==> config.mk <==
export PLATFORM = sky130hd
export DESIGN_NAME = vwfa_front
export DESIGN_NICKNAME = d
export VERILOG_FILES = /design/src/sv/vwfa_pkg.sv /design/src/sv/vwfa_front.sv
export SDC_FILE = /design/constraint.sdc
export NUM_CORES = 1
export LEC_CHECK = 0
export ABC_AREA = 1
export BUFFER_PORTS_ARGS = -buffer_cell sky130_fd_sc_hd__buf_4
export CAP_MARGIN = 20
export CORE_AREA = 3 3 216 218
export DETAILED_ROUTE_END_ITERATION = 6
export DIE_AREA = 0 0 219 221
export PLACE_DENSITY = 0.36
export SLEW_MARGIN = 15
export SYNTH_ARGS = -nofsm -noshare
export SYNTH_HDL_FRONTEND = slang
export SYNTH_SLANG_ARGS = --single-unit
==> constraint.sdc <==
create_clock -name vclk -period 6.1
set_input_delay 0 -clock vclk [all_inputs]
set_output_delay 0 -clock vclk [all_outputs]
set_load 0.01 [all_outputs]
==> src/sv/vwfa_pkg.sv <==
`timescale 1ns / 1ps
// ----------------------------------------------------------------------------
// vwfa_pkg
// Shared types, codes and normalization helpers of the variable width
// integer fold ALU.
// ----------------------------------------------------------------------------
package vwfa_pkg;

   localparam int XLEN          = 64;
   localparam int WIDTH_BITS    = 7;
   localparam int DEF_DATA_WIDTH = 64;
   localparam int QUEUE_DEPTH   = 4;
   localparam int QUEUE_PTR_BITS = $clog2(QUEUE_DEPTH);

   typedef enum logic [4:0] {
      ACT_ADD   = 5'd0,
      ACT_SUB   = 5'd1,
      ACT_MUL   = 5'd2,
      ACT_AND   = 5'd3,
      ACT_OR    = 5'd4,
      ACT_XOR   = 5'd5,
      ACT_SHL   = 5'd6,
      ACT_LSHR  = 5'd7,
      ACT_ASHR  = 5'd8,
      ACT_SDIV  = 5'd9,
      ACT_SREM  = 5'd10,
      ACT_UDIV  = 5'd11,
      ACT_UREM  = 5'd12,
      ACT_NEG   = 5'd13,
      ACT_NOT   = 5'd14,
      ACT_EQ    = 5'd15,
      ACT_NE    = 5'd16,
      ACT_SLT   = 5'd17,
      ACT_SLE   = 5'd18,
      ACT_ULT   = 5'd19,
      ACT_ULE   = 5'd20,
      ACT_TRUNC = 5'd21,
      ACT_SEXT  = 5'd22,
      ACT_ZEXT  = 5'd23
   } action_type;

   // A classified request as it waits between the front and the back.
   typedef struct packed {
      action_type             action;
      logic [XLEN-1:0]        a;
      logic [XLEN-1:0]        b;
      logic [XLEN-1:0]        sa;
      logic [XLEN-1:0]        sb;
      logic [XLEN-1:0]        ua;
      logic [XLEN-1:0]        ub;
      logic [WIDTH_BITS-1:0]  w;
      logic [WIDTH_BITS-1:0]  dw;
      logic                   shift_ok;
   } item_type;

   // The width w is always 1 to 64 here.
   function automatic logic [XLEN-1:0] width_mask(logic [WIDTH_BITS-1:0] w);
      logic [WIDTH_BITS-1:0] sh;
      sh = WIDTH_BITS'(XLEN) - w;
      return {XLEN{1'b1}} >> sh;
   endfunction

   function automatic logic [XLEN-1:0] low_bits(logic [XLEN-1:0] v,
                                                logic [WIDTH_BITS-1:0] w);
      return v & width_mask(w);
   endfunction

   function automatic logic [XLEN-1:0] sign_fill(logic [XLEN-1:0] v,
                                                 logic [WIDTH_BITS-1:0] w);
      logic [XLEN-1:0] m;
      logic [5:0]      top;
      m   = width_mask(w);
      top = 6'(w - 7'd1);
      return v[top] ? (v | ~m) : (v & m);
   endfunction

   // Width one keeps bit 0 alone; every other width sign-extends.
   function automatic logic [XLEN-1:0] norm(logic [XLEN-1:0] v,
                                            logic [WIDTH_BITS-1:0] w);
      if (w == 7'd1) begin
         return {{(XLEN-1){1'b0}}, v[0]};
      end
      return sign_fill(v, w);
   endfunction

endpackage

==> src/sv/vwfa_front.sv <==
`timescale 1ns / 1ps
// ----------------------------------------------------------------------------
// vwfa_front
// Request classifier: clamps the widths, forms the signed and unsigned
// views of both operands and checks the shift range.
// ----------------------------------------------------------------------------
module vwfa_front #(
   parameter int DATA_WIDTH = vwfa_pkg::DEF_DATA_WIDTH
) (
   input  logic [4:0]                      action,
   input  logic [vwfa_pkg::XLEN-1:0]       operand_a,
   input  logic [vwfa_pkg::XLEN-1:0]       operand_b,
   input  logic [vwfa_pkg::WIDTH_BITS-1:0] width,
   input  logic [vwfa_pkg::WIDTH_BITS-1:0] dest_width,
   output vwfa_pkg::item_type              item
);
   import vwfa_pkg::*;

   localparam logic [WIDTH_BITS-1:0] MaxW = WIDTH_BITS'(DATA_WIDTH);

   logic [WIDTH_BITS-1:0] w;
   logic [WIDTH_BITS-1:0] dw;

   always_comb begin
      w = (width == '0) ? 7'd1 : ((width > MaxW) ? MaxW : width);
      dw = (dest_width == '0) ? 7'd1 : ((dest_width > MaxW) ? MaxW : dest_width);
   end

   always_comb begin
      item.action   = action_type'(action);
      item.a        = operand_a;
      item.b        = operand_b;
      item.w        = w;
      item.dw       = dw;
      item.sa       = sign_fill(operand_a, w);
      item.sb       = sign_fill(operand_b, w);
      item.ua       = low_bits(operand_a, w);
      item.ub       = low_bits(operand_b, w);
      // A negative amount or one of width or more is out of range.
      item.shift_ok = !operand_b[XLEN-1] && (operand_b < XLEN'(w));
   end

endmodule

==> impl_metrics.csv <==
group,metric,value,unit
outcome,status,"finished clean",
worst_setup_path,cp-start-kind,"input port",
timing,slew_headroom,0.386,
power,p_per_area,164,nW/µm²
clock_tree,cts_setup_buffers,0,
yosys,synth_nets,1491,
grt,grt_use_total,0.174,
timing,setup_viol,0,
yosys,synth_cells,1334,
power,vdd_ir_drop_max,0.119,mV
grt,grt_start_max_net_pins,69,
yosys,synth_top_family_by_area,"simple AND/OR/NAND/NOR gates",
power,p_leak,6.64,nW
flow_run,maxCapViolCount,0,
yosys,synthTopCellsByCount,"497 x nand2_1, 294 x inv_1, 138 x buf_4",
clock_tree,post_cts_resized,0,
yosys,yosysTopAreaCell,"nand2_1",
final_layout,register_area,0,µm²
grt,grt_pass1_wl,63.3,mm
die,start_util,0.138,
place,dp_hpwl,37.6,mm
yosys,post-synth-top-count-cell,"nand2_1",
yosys,synth_xor_area_frac,0,
route,drt_iter0_drc,376,
final_layout,drive_gt1_frac,0.342,
final_layout,synthToLayoutAreaGrowth,56.1,%
yosys,synth_top_area_frac,0.299,
place,dp_worst_setup_slack,1.63,ns
route,drt_pass1_iterations,5,
final_layout,nFillCells,5382,
worst_setup_path,arrival,4.34,ns
place,routabilityCongestion,0.877,
yosys,yosysWarnings,0,
route,drtAntennaViolNets,0,
timing,worst_slew_pin_slew,0.921,ns
grt,grt_pass1_vias,8988,
route,drt_wl_total,44.9,mm
min_path,hold_depth,0,
route,vias_per_cell,3.96,
timing,final_max_slew_viol_count,0,
timing,setup_ws,1.76,ns
min_path,min_path_type,"in2out",
worst_setup_path,end_kind,"output port",
worst_setup_path,worst-path-max-fanout,68,
die,dieArea,48400,µm²
yosys,yosysUniqueCellTypes,30,
grt,gr-total-overflow,0,
final_layout,antenna_cells,0,
yosys,synth-compound-area-share,0.0477,
die,core_area,45100,µm²
worst_setup_path,critical_path_required,6.10,ns
final_layout,nClkBuffers,0,
final_layout,seq_cells,0,
timing,clock.fmax,230,MHz
route,post_drt_wl_per_cell,19.6,µm
route,drc,0,
place,port_buffers,541,
clock_tree,holdBufCountCts,0,
timing,tns,0,ns
worst_setup_path,critical_path_class,"in2out",
die,rows,78,
timing,rsz0062_at_grt,"false",
timing,period_minus_slack,4.34,ns
yosys,yosys.area_share.simple,0.531,
die,die_h,221,µm
yosys,synth_area,6240,µm²
power,power.total,0.00160,W
yosys,synthMuxAreaShare,0,
route,num_vias,9085,
die,num_io_pins,551,
yosys,synth.avg_cell_area,4.68,µm²
final_layout,finalNetCount,1853,
yosys,synth_area_leaders,"nand2_1 30%, inv_1 18%, buf_4 17%, nand3_1 9.5%, nor2_1 5.6%",
grt,antenna_found_initial,0,
die,die_x,219,µm
timing,hold_viol_final,0,
timing,fin_crit_sh,0.712,
yosys,synth_adder_area_share,0.0201,
yosys,ys_seq_area_frac,0,
area by class of cell:
class / instances / area [µm²] / area share
Multi-Input combinational cell: 842 / 3740 / 0.384
Timing Repair Buffer: 545 / 4090 / 0.420
Inverter: 307 / 1150 / 0.119
Tap cell: 600 / 751 / 0.0771
metrics by stage:
stage                     cells  area, µm²  hold WS [ns]  utilization
after floorplan            1334       6240        0.0475            -
after global placement     2294       9740     0.0000686        0.216
after detailed placement   2294       9740     0.0000686        0.216
after CTS                  2294       9740     0.0000686        0.216
after global routing       2294       9740     0.0000383        0.216
final                      2294       9740     0.0000208        0.216
power by group:
part	total, W	internal [W]	switching, W	leakage, nW
logic	0.00160	0.000638	0.000957	6.64
clock network	0	0	0	0
registers	0	0	0	0
routing by layer:
layer | share of wire | GRT usage | vias to the layer above
met5 | 0 | 0 | -
met4 | 0.0095 | 0.0148 | 0
met3 | 0.045 | 0.0117 | 20
met2 | 0.51 | 0.324 | 303
met1 | 0.44 | 0.225 | 4251
li1 | - | - | 4511
path summary, 6_finish.rpt:
path | start | end | slack, ns
min | action[4] | item[403] | 0.00002
max | width[0] | item[224] | 1.76
cell usage in the layout (no fill, tap or decap), types with 2 or more instances in the layout:
| master | synthesis | routed |
|---|---|---|
| buf_4 | 138 | 545 |
| ha_1 | 10 | 9 |
| nand3_1 | 119 | 119 |
| nand2_2 | 9 | 9 |
| o211ai_1 | 2 | 2 |
| inv_1 | 294 | 293 |
| nor4_1 | 13 | 13 |
| inv_2 | 9 | 10 |
| nand3_2 | 3 | 3 |
| o21ai_1 | 9 | 9 |
| nand2_1 | 497 | 497 |
| nor2_2 | 3 | 3 |
| nand2_4 | 4 | 4 |
| nor2_1 | 93 | 93 |
| a21oi_1 | 31 | 31 |
| o21ai_0 | 6 | 6 |
| nand3b_1 | 30 | 30 |
| nand4_1 | 7 | 7 |
| clkinv_1 | 3 | 3 |
worst max-delay path, stage by stage:
cell and delay [ns]:
buf_4 0.13, nor2_1 0.13, nand2_1 0.13, o21ai_4 0.16
buf_4 0.64, ha_2 0.45, buf_4 0.30, nor2_1 0.62
nand3_1 0.14, nand2_1 0.10, nand2_1 0.05, nand2_1 0.09
nor2_1 0.05, nand2_1 0.08, nand3_2 0.09, nand2_4 0.63
nand2_1 0.13, nand2_1 0.19, buf_4 0.15
kinds of logic (layout without fill, tap and decap cells):
group | Yosys count | count (layout)
compound gates | 54 | 54
fa+ha+maj | 10 | 10
buf+inv | 492 | 852
simple gates | 778 | 778
Note: power is estimated with default switching activity, not from simulation.
