===== config.mk =====
export PLATFORM = sky130hd
export DESIGN_NAME = vwfa_queue
export DESIGN_NICKNAME = d
export VERILOG_FILES = /design/src/sv/vwfa_pkg.sv /design/src/sv/vwfa_queue.sv
export SDC_FILE = /design/constraint.sdc
export NUM_CORES = 1
export LEC_CHECK = 0
export BUFFER_PORTS_ARGS = -buffer_cell sky130_fd_sc_hd__buf_2
export CELL_PAD_IN_SITES_DETAIL_PLACEMENT = 1
export CELL_PAD_IN_SITES_GLOBAL_PLACEMENT = 2
export CORE_ASPECT_RATIO = 0.8
export CORE_MARGIN = 4
export CORE_UTILIZATION = 41
export DETAILED_ROUTE_END_ITERATION = 8
export PLACE_DENSITY_LB_ADDON = 0.1
export SYNTH_ARGS = -nofsm -noshare
export SYNTH_HDL_FRONTEND = slang
export SYNTH_SLANG_ARGS = --single-unit

===== constraint.sdc =====
create_clock -name clock -period 12.69 [get_ports clock]
set_clock_uncertainty 0.05 [all_clocks]
set_input_delay 2.538 -clock clock [delete_from_list [all_inputs] [get_ports clock]]
set_output_delay 2.538 -clock clock [all_outputs]
set_load 0.01 [all_outputs]

===== src/sv/vwfa_pkg.sv =====
`timescale 1ns / 1ps
// ----------------------------------------------------------------------------
// vwfa_pkg
// Shared types, codes and normalization helpers of the variable width
// integer fold ALU.
// ----------------------------------------------------------------------------
package vwfa_pkg;

   localparam int XLEN          = 64;
   localparam int WIDTH_BITS    = 7;
   localparam int DEF_DATA_WIDTH = 64;
   localparam int QUEUE_DEPTH   = 4;
   localparam int QUEUE_PTR_BITS = $clog2(QUEUE_DEPTH);

   typedef enum logic [4:0] {
      ACT_ADD   = 5'd0,
      ACT_SUB   = 5'd1,
      ACT_MUL   = 5'd2,
      ACT_AND   = 5'd3,
      ACT_OR    = 5'd4,
      ACT_XOR   = 5'd5,
      ACT_SHL   = 5'd6,
      ACT_LSHR  = 5'd7,
      ACT_ASHR  = 5'd8,
      ACT_SDIV  = 5'd9,
      ACT_SREM  = 5'd10,
      ACT_UDIV  = 5'd11,
      ACT_UREM  = 5'd12,
      ACT_NEG   = 5'd13,
      ACT_NOT   = 5'd14,
      ACT_EQ    = 5'd15,
      ACT_NE    = 5'd16,
      ACT_SLT   = 5'd17,
      ACT_SLE   = 5'd18,
      ACT_ULT   = 5'd19,
      ACT_ULE   = 5'd20,
      ACT_TRUNC = 5'd21,
      ACT_SEXT  = 5'd22,
      ACT_ZEXT  = 5'd23
   } action_type;

   // A classified request as it waits between the front and the back.
   typedef struct packed {
      action_type             action;
      logic [XLEN-1:0]        a;
      logic [XLEN-1:0]        b;
      logic [XLEN-1:0]        sa;
      logic [XLEN-1:0]        sb;
      logic [XLEN-1:0]        ua;
      logic [XLEN-1:0]        ub;
      logic [WIDTH_BITS-1:0]  w;
      logic [WIDTH_BITS-1:0]  dw;
      logic                   shift_ok;
   } item_type;

   // The width w is always 1 to 64 here.
   function automatic logic [XLEN-1:0] width_mask(logic [WIDTH_BITS-1:0] w);
      logic [WIDTH_BITS-1:0] sh;
      sh = WIDTH_BITS'(XLEN) - w;
      return {XLEN{1'b1}} >> sh;
   endfunction

   function automatic logic [XLEN-1:0] low_bits(logic [XLEN-1:0] v,
                                                logic [WIDTH_BITS-1:0] w);
      return v & width_mask(w);
   endfunction

   function automatic logic [XLEN-1:0] sign_fill(logic [XLEN-1:0] v,
                                                 logic [WIDTH_BITS-1:0] w);
      logic [XLEN-1:0] m;
      logic [5:0]      top;
      m   = width_mask(w);
      top = 6'(w - 7'd1);
      return v[top] ? (v | ~m) : (v & m);
   endfunction

   // Width one keeps bit 0 alone; every other width sign-extends.
   function automatic logic [XLEN-1:0] norm(logic [XLEN-1:0] v,
                                            logic [WIDTH_BITS-1:0] w);
      if (w == 7'd1) begin
         return {{(XLEN-1){1'b0}}, v[0]};
      end
      return sign_fill(v, w);
   endfunction

endpackage


===== src/sv/vwfa_queue.sv =====
`timescale 1ns / 1ps
// ----------------------------------------------------------------------------
// vwfa_queue
// Short request queue between the classifier and the execution pipeline.
// ----------------------------------------------------------------------------
module vwfa_queue (
   input  logic               clock,
   input  logic               reset,
   input  logic               push,
   input  vwfa_pkg::item_type push_item,
   output logic               full,
   input  logic               pop,
   output logic               empty,
   output vwfa_pkg::item_type head
);
   import vwfa_pkg::*;

   item_type                  mem_ff [QUEUE_DEPTH];
   logic [QUEUE_PTR_BITS-1:0] wr_ptr_ff, wr_ptr_in;
   logic [QUEUE_PTR_BITS-1:0] rd_ptr_ff, rd_ptr_in;
   logic [QUEUE_PTR_BITS:0]   count_ff, count_in;
   logic                      do_push;
   logic                      do_pop;

   assign full    = (count_ff == (QUEUE_PTR_BITS+1)'(QUEUE_DEPTH));
   assign empty   = (count_ff == '0);
   assign do_push = push && !full;
   assign do_pop  = pop && !empty;
   assign head    = mem_ff[rd_ptr_ff];

   always_comb begin
      wr_ptr_in = do_push ? wr_ptr_ff + 1'b1 : wr_ptr_ff;
      rd_ptr_in = do_pop ? rd_ptr_ff + 1'b1 : rd_ptr_ff;
      count_in  = count_ff;
      if (do_push && !do_pop) begin
         count_in = count_ff + 1'b1;
      end else if (do_pop && !do_push) begin
         count_in = count_ff - 1'b1;
      end
   end

   always_ff @(posedge clock) begin
      if (reset) begin
         wr_ptr_ff <= '0;
         rd_ptr_ff <= '0;
         count_ff  <= '0;
      end else begin
         wr_ptr_ff <= wr_ptr_in;
         rd_ptr_ff <= rd_ptr_in;
         count_ff  <= count_in;
      end
   end

   always_ff @(posedge clock) begin
      if (do_push) begin
         mem_ff[wr_ptr_ff] <= push_item;
      end
   end

endmodule


==> results.json <==
{
  "r2r_end": "mem_ff[1][213]$_DFFE_PP_",
  "final.setup.tns_ns": 0,
  "ys_ff_latch": 1625,
  "slew_headroom_pct": 10.1,
  "synth_enable_flop_cells": 1616,
  "dr_total_vias": 26500,
  "syn-num-nets": 2572,
  "peakVddDrop_uv": 194,
  "nFillCells": 12500,
  "post_cts.repair.setup_buffers": 0,
  "rrSetupSlack_ns": 8.45,
  "top_layer_used": "met5",
  "fin_area_um2": 69900,
  "drive_above_1_share_pct": 45.6,
  "worstHoldStart": "rd_ptr_ff[1]$_SDFFE_PP0P_",
  "crit_type": "register to primary output",
  "critical_path_required_ns": 10.10,
  "finalHoldViolCount": 0,
  "yosys-top-cells-area": "edfxtp_1, mux4_2, buf_6, buf_2, dfxtp_1",
  "insertion_delay_ns": 0.77,
  "die-area_um2": 150000,
  "grt_pass1_wl_um": 202000,
  "cts-resized-gates": 0,
  "outcome": "finished, final reports clean",
  "synth_top_family_by_area": "multiplexers",
  "grt_max_degree": 151,
  "slew_violations": 0,
  "timing.final.crit_period_ns": 6.69,
  "antenna_left": 0,
  "die_w_um": 431,
  "endpoint_kind": "primary output",
  "drc": 0,
  "worstMarginPinSlew_ns": 1.35,
  "avgSynthCellArea_um2": 27.2,
  "track_usage_pct": 18.7,
  "wirelength_met1_um": 49500,
  "htree_levels": 4,
  "synthTopCellsByCount": "edfxtp_1, mux4_2, buf_2",
  "wl_met3_um": 8930,
  "clock_path_buffers": 3,
  "drtIter0Drc": 1680,
  "ioPinCount": 814,
  "cts_tree": "built",
  "syn_inst": 2158,
  "fin_crit_sh_pct": 52.7,
  "areaGrowthSynthToFinish_pct": 18.9,
  "cts_buffers": 163,
  "synthMuxAreaShare_pct": 15.5,
  "pre_cts_ws_ns": 6.28,
  "powerDensity_nw_per_um2": 206,
  "setup_ws_ns": 6.00,
  "synth_top_area_share_pct": 82.6,
  "initial_core_util_pct": 41.6,
  "start_kind": "register",
  "met2_wirelength_um": 75700,
  "synth_compound_area_share_pct": 0.0617,
  "drtPass1Iterations": 4,
  "netlist_area_um2": 58800,
  "antenna_found_initial": 103,
  "synthSimpleGateAreaFrac_pct": 0.145,
  "hp-class": "register to register",
  "ys_warn_count": 0,
  "synthXorXnorAreaFrac_pct": 0.0596,
  "synthArstFlopShare_pct": 0,
  "p_leak_nw": 22.9,
  "postLayoutCoreUtil_pct": 49.4,
  "cts_hold_buf": 0,
  "avgViaCountPerCell": 5.19,
  "reg2reg_from": "count_ff[0]$_SDFFE_PP0P_",
  "post_drt_wl_per_cell_um": 27.6,
  "synth_top_flop_cell": "edfxtp_1",
  "maxCapViolCount": 0,
  "fmax_ghz": 0.149,
  "num_rows": 123,
  "synth_cell_types": 22,
  "synth_fa_ha_area_share_pct": 0.140,
  "placed_area_um2": 64800,
  "cts.clk_slew.worst_paths_ns": 0.06,
  "ys_seq_area_share_pct": 82.9,
  "grt_setup_unrepaired": "false",
  "die_height_um": 347,
  "first_global_vias": 28700,
  "core_um2": 141000,
  "cts_sinks": 1625,
  "synth_top_cell_by_area": "edfxtp_1",
  "fin_nets": 3482,
  "routed_wl_um": 141000,
  "setup_violations": 0,
  "final-seq-area_um2": 48700,
  "clockRootBuffer": "clkbuf_16",
  "gp_congestion": 0.742,
  "hpwl_um": 87600,
  "crit_path_end": "head[218]",
  "worstPathMaxFanout": 107,
  "cp_data_arrival_time_ns": 4.10,
  "grt_overflow": 0,
  "multi_input_comb_area_um2": 9370,
  "numPortBuffers": 813,
  "yosysMostFrequentCell": "edfxtp_1",
  "ff2ff_path_depth": 5
}
## power breakdown
group	total, mW	internal [mW]	switching, mW	leakage, nW
clock	4.51	2.60	1.91	2.41
sequential	6.59	6.45	0.133	14.9
combinational	3.28	1.44	1.84	5.62
## worst max-delay path, stage by stage (launching register included)
cell,delay (ns)
dfxtp_4,0.74
buf_12,0.62
buf_12,0.63
mux4_2,0.65
buf_2,0.17
## area by class of cell
cell class	count	area share [%]
multi-input combinational	438	13.4
clock buffer	212	6.25
sequential	1625	69.7
timing repair buffer	836	6.30
tap	1875	3.36
clock inverter	73	0.843
inverter	4	0.0215
antenna	38	0.136
## flip-flops by register name (all words and copies together), names as in the netlist, named ones only
signal,count
count_ff,3
rd_ptr_ff,2
mem_ff,1616
wr_ptr_ff,2
## metrics by stage
stage | power, mW | hold slack [ns] | cells
6_report | 14.4 | 0.474 | 5101
3_5_place_dp | 10.1 | 0.464 | 4778
5_1_grt | 15.1 | 0.511 | 5080
2_1_floorplan | 8.88 | 0.432 | 2158
3_3_place_gp | 10.1 | 0.446 | 4778
4_1_cts | 14.7 | 0.482 | 5063
## kinds of logic after synthesis
group	after synthesis
muxes	406
DFF	1625
buffers and inverters	95
and+or+nand+nor	16
xor gates and xnor gates	4
adders and majority gates	6
AOI/OAI and AO/OA	6
## cell usage in the layout, fill, tap and decap left out, drive strengths merged, types with 4 or more instances in the layout
master    count
xor2          4
clkbuf      212
buf         836
edfxtp     1616
nor2          6
ha            5
mux4        404
bufinv        9
and2          4
clkinvlp      5
dfxtp         9
inv           8
clkinv       55
diode        38
## how the worst min path moves through the flow
stage | endpoint | slack, ns | cells after the start
6_report | rd_ptr_ff[1]$_SDFFE_PP0P_ | 0.47 | 2
5_1_grt | register | 0.51 | 2
4_1_cts | rd_ptr_ff[1]$_SDFFE_PP0P_ | 0.48 | 2
3_5_place_dp | register | 0.46 | 2
3_3_place_gp | wr_ptr_ff[1]$_SDFFE_PP0P_ | 0.45 | 2
2_1_floorplan | wr_ptr_ff[1]$_SDFFE_PP0P_ | 0.43 | 2
## metal layers
layer,vias to the layer above,track usage (%)
li1,11300,-
met1,14000,21.0
met2,807,33.6
met3,343,5.08
met4,28,7.65
met5,-,0
No activity file was read; power rests on OpenSTA's default activity.
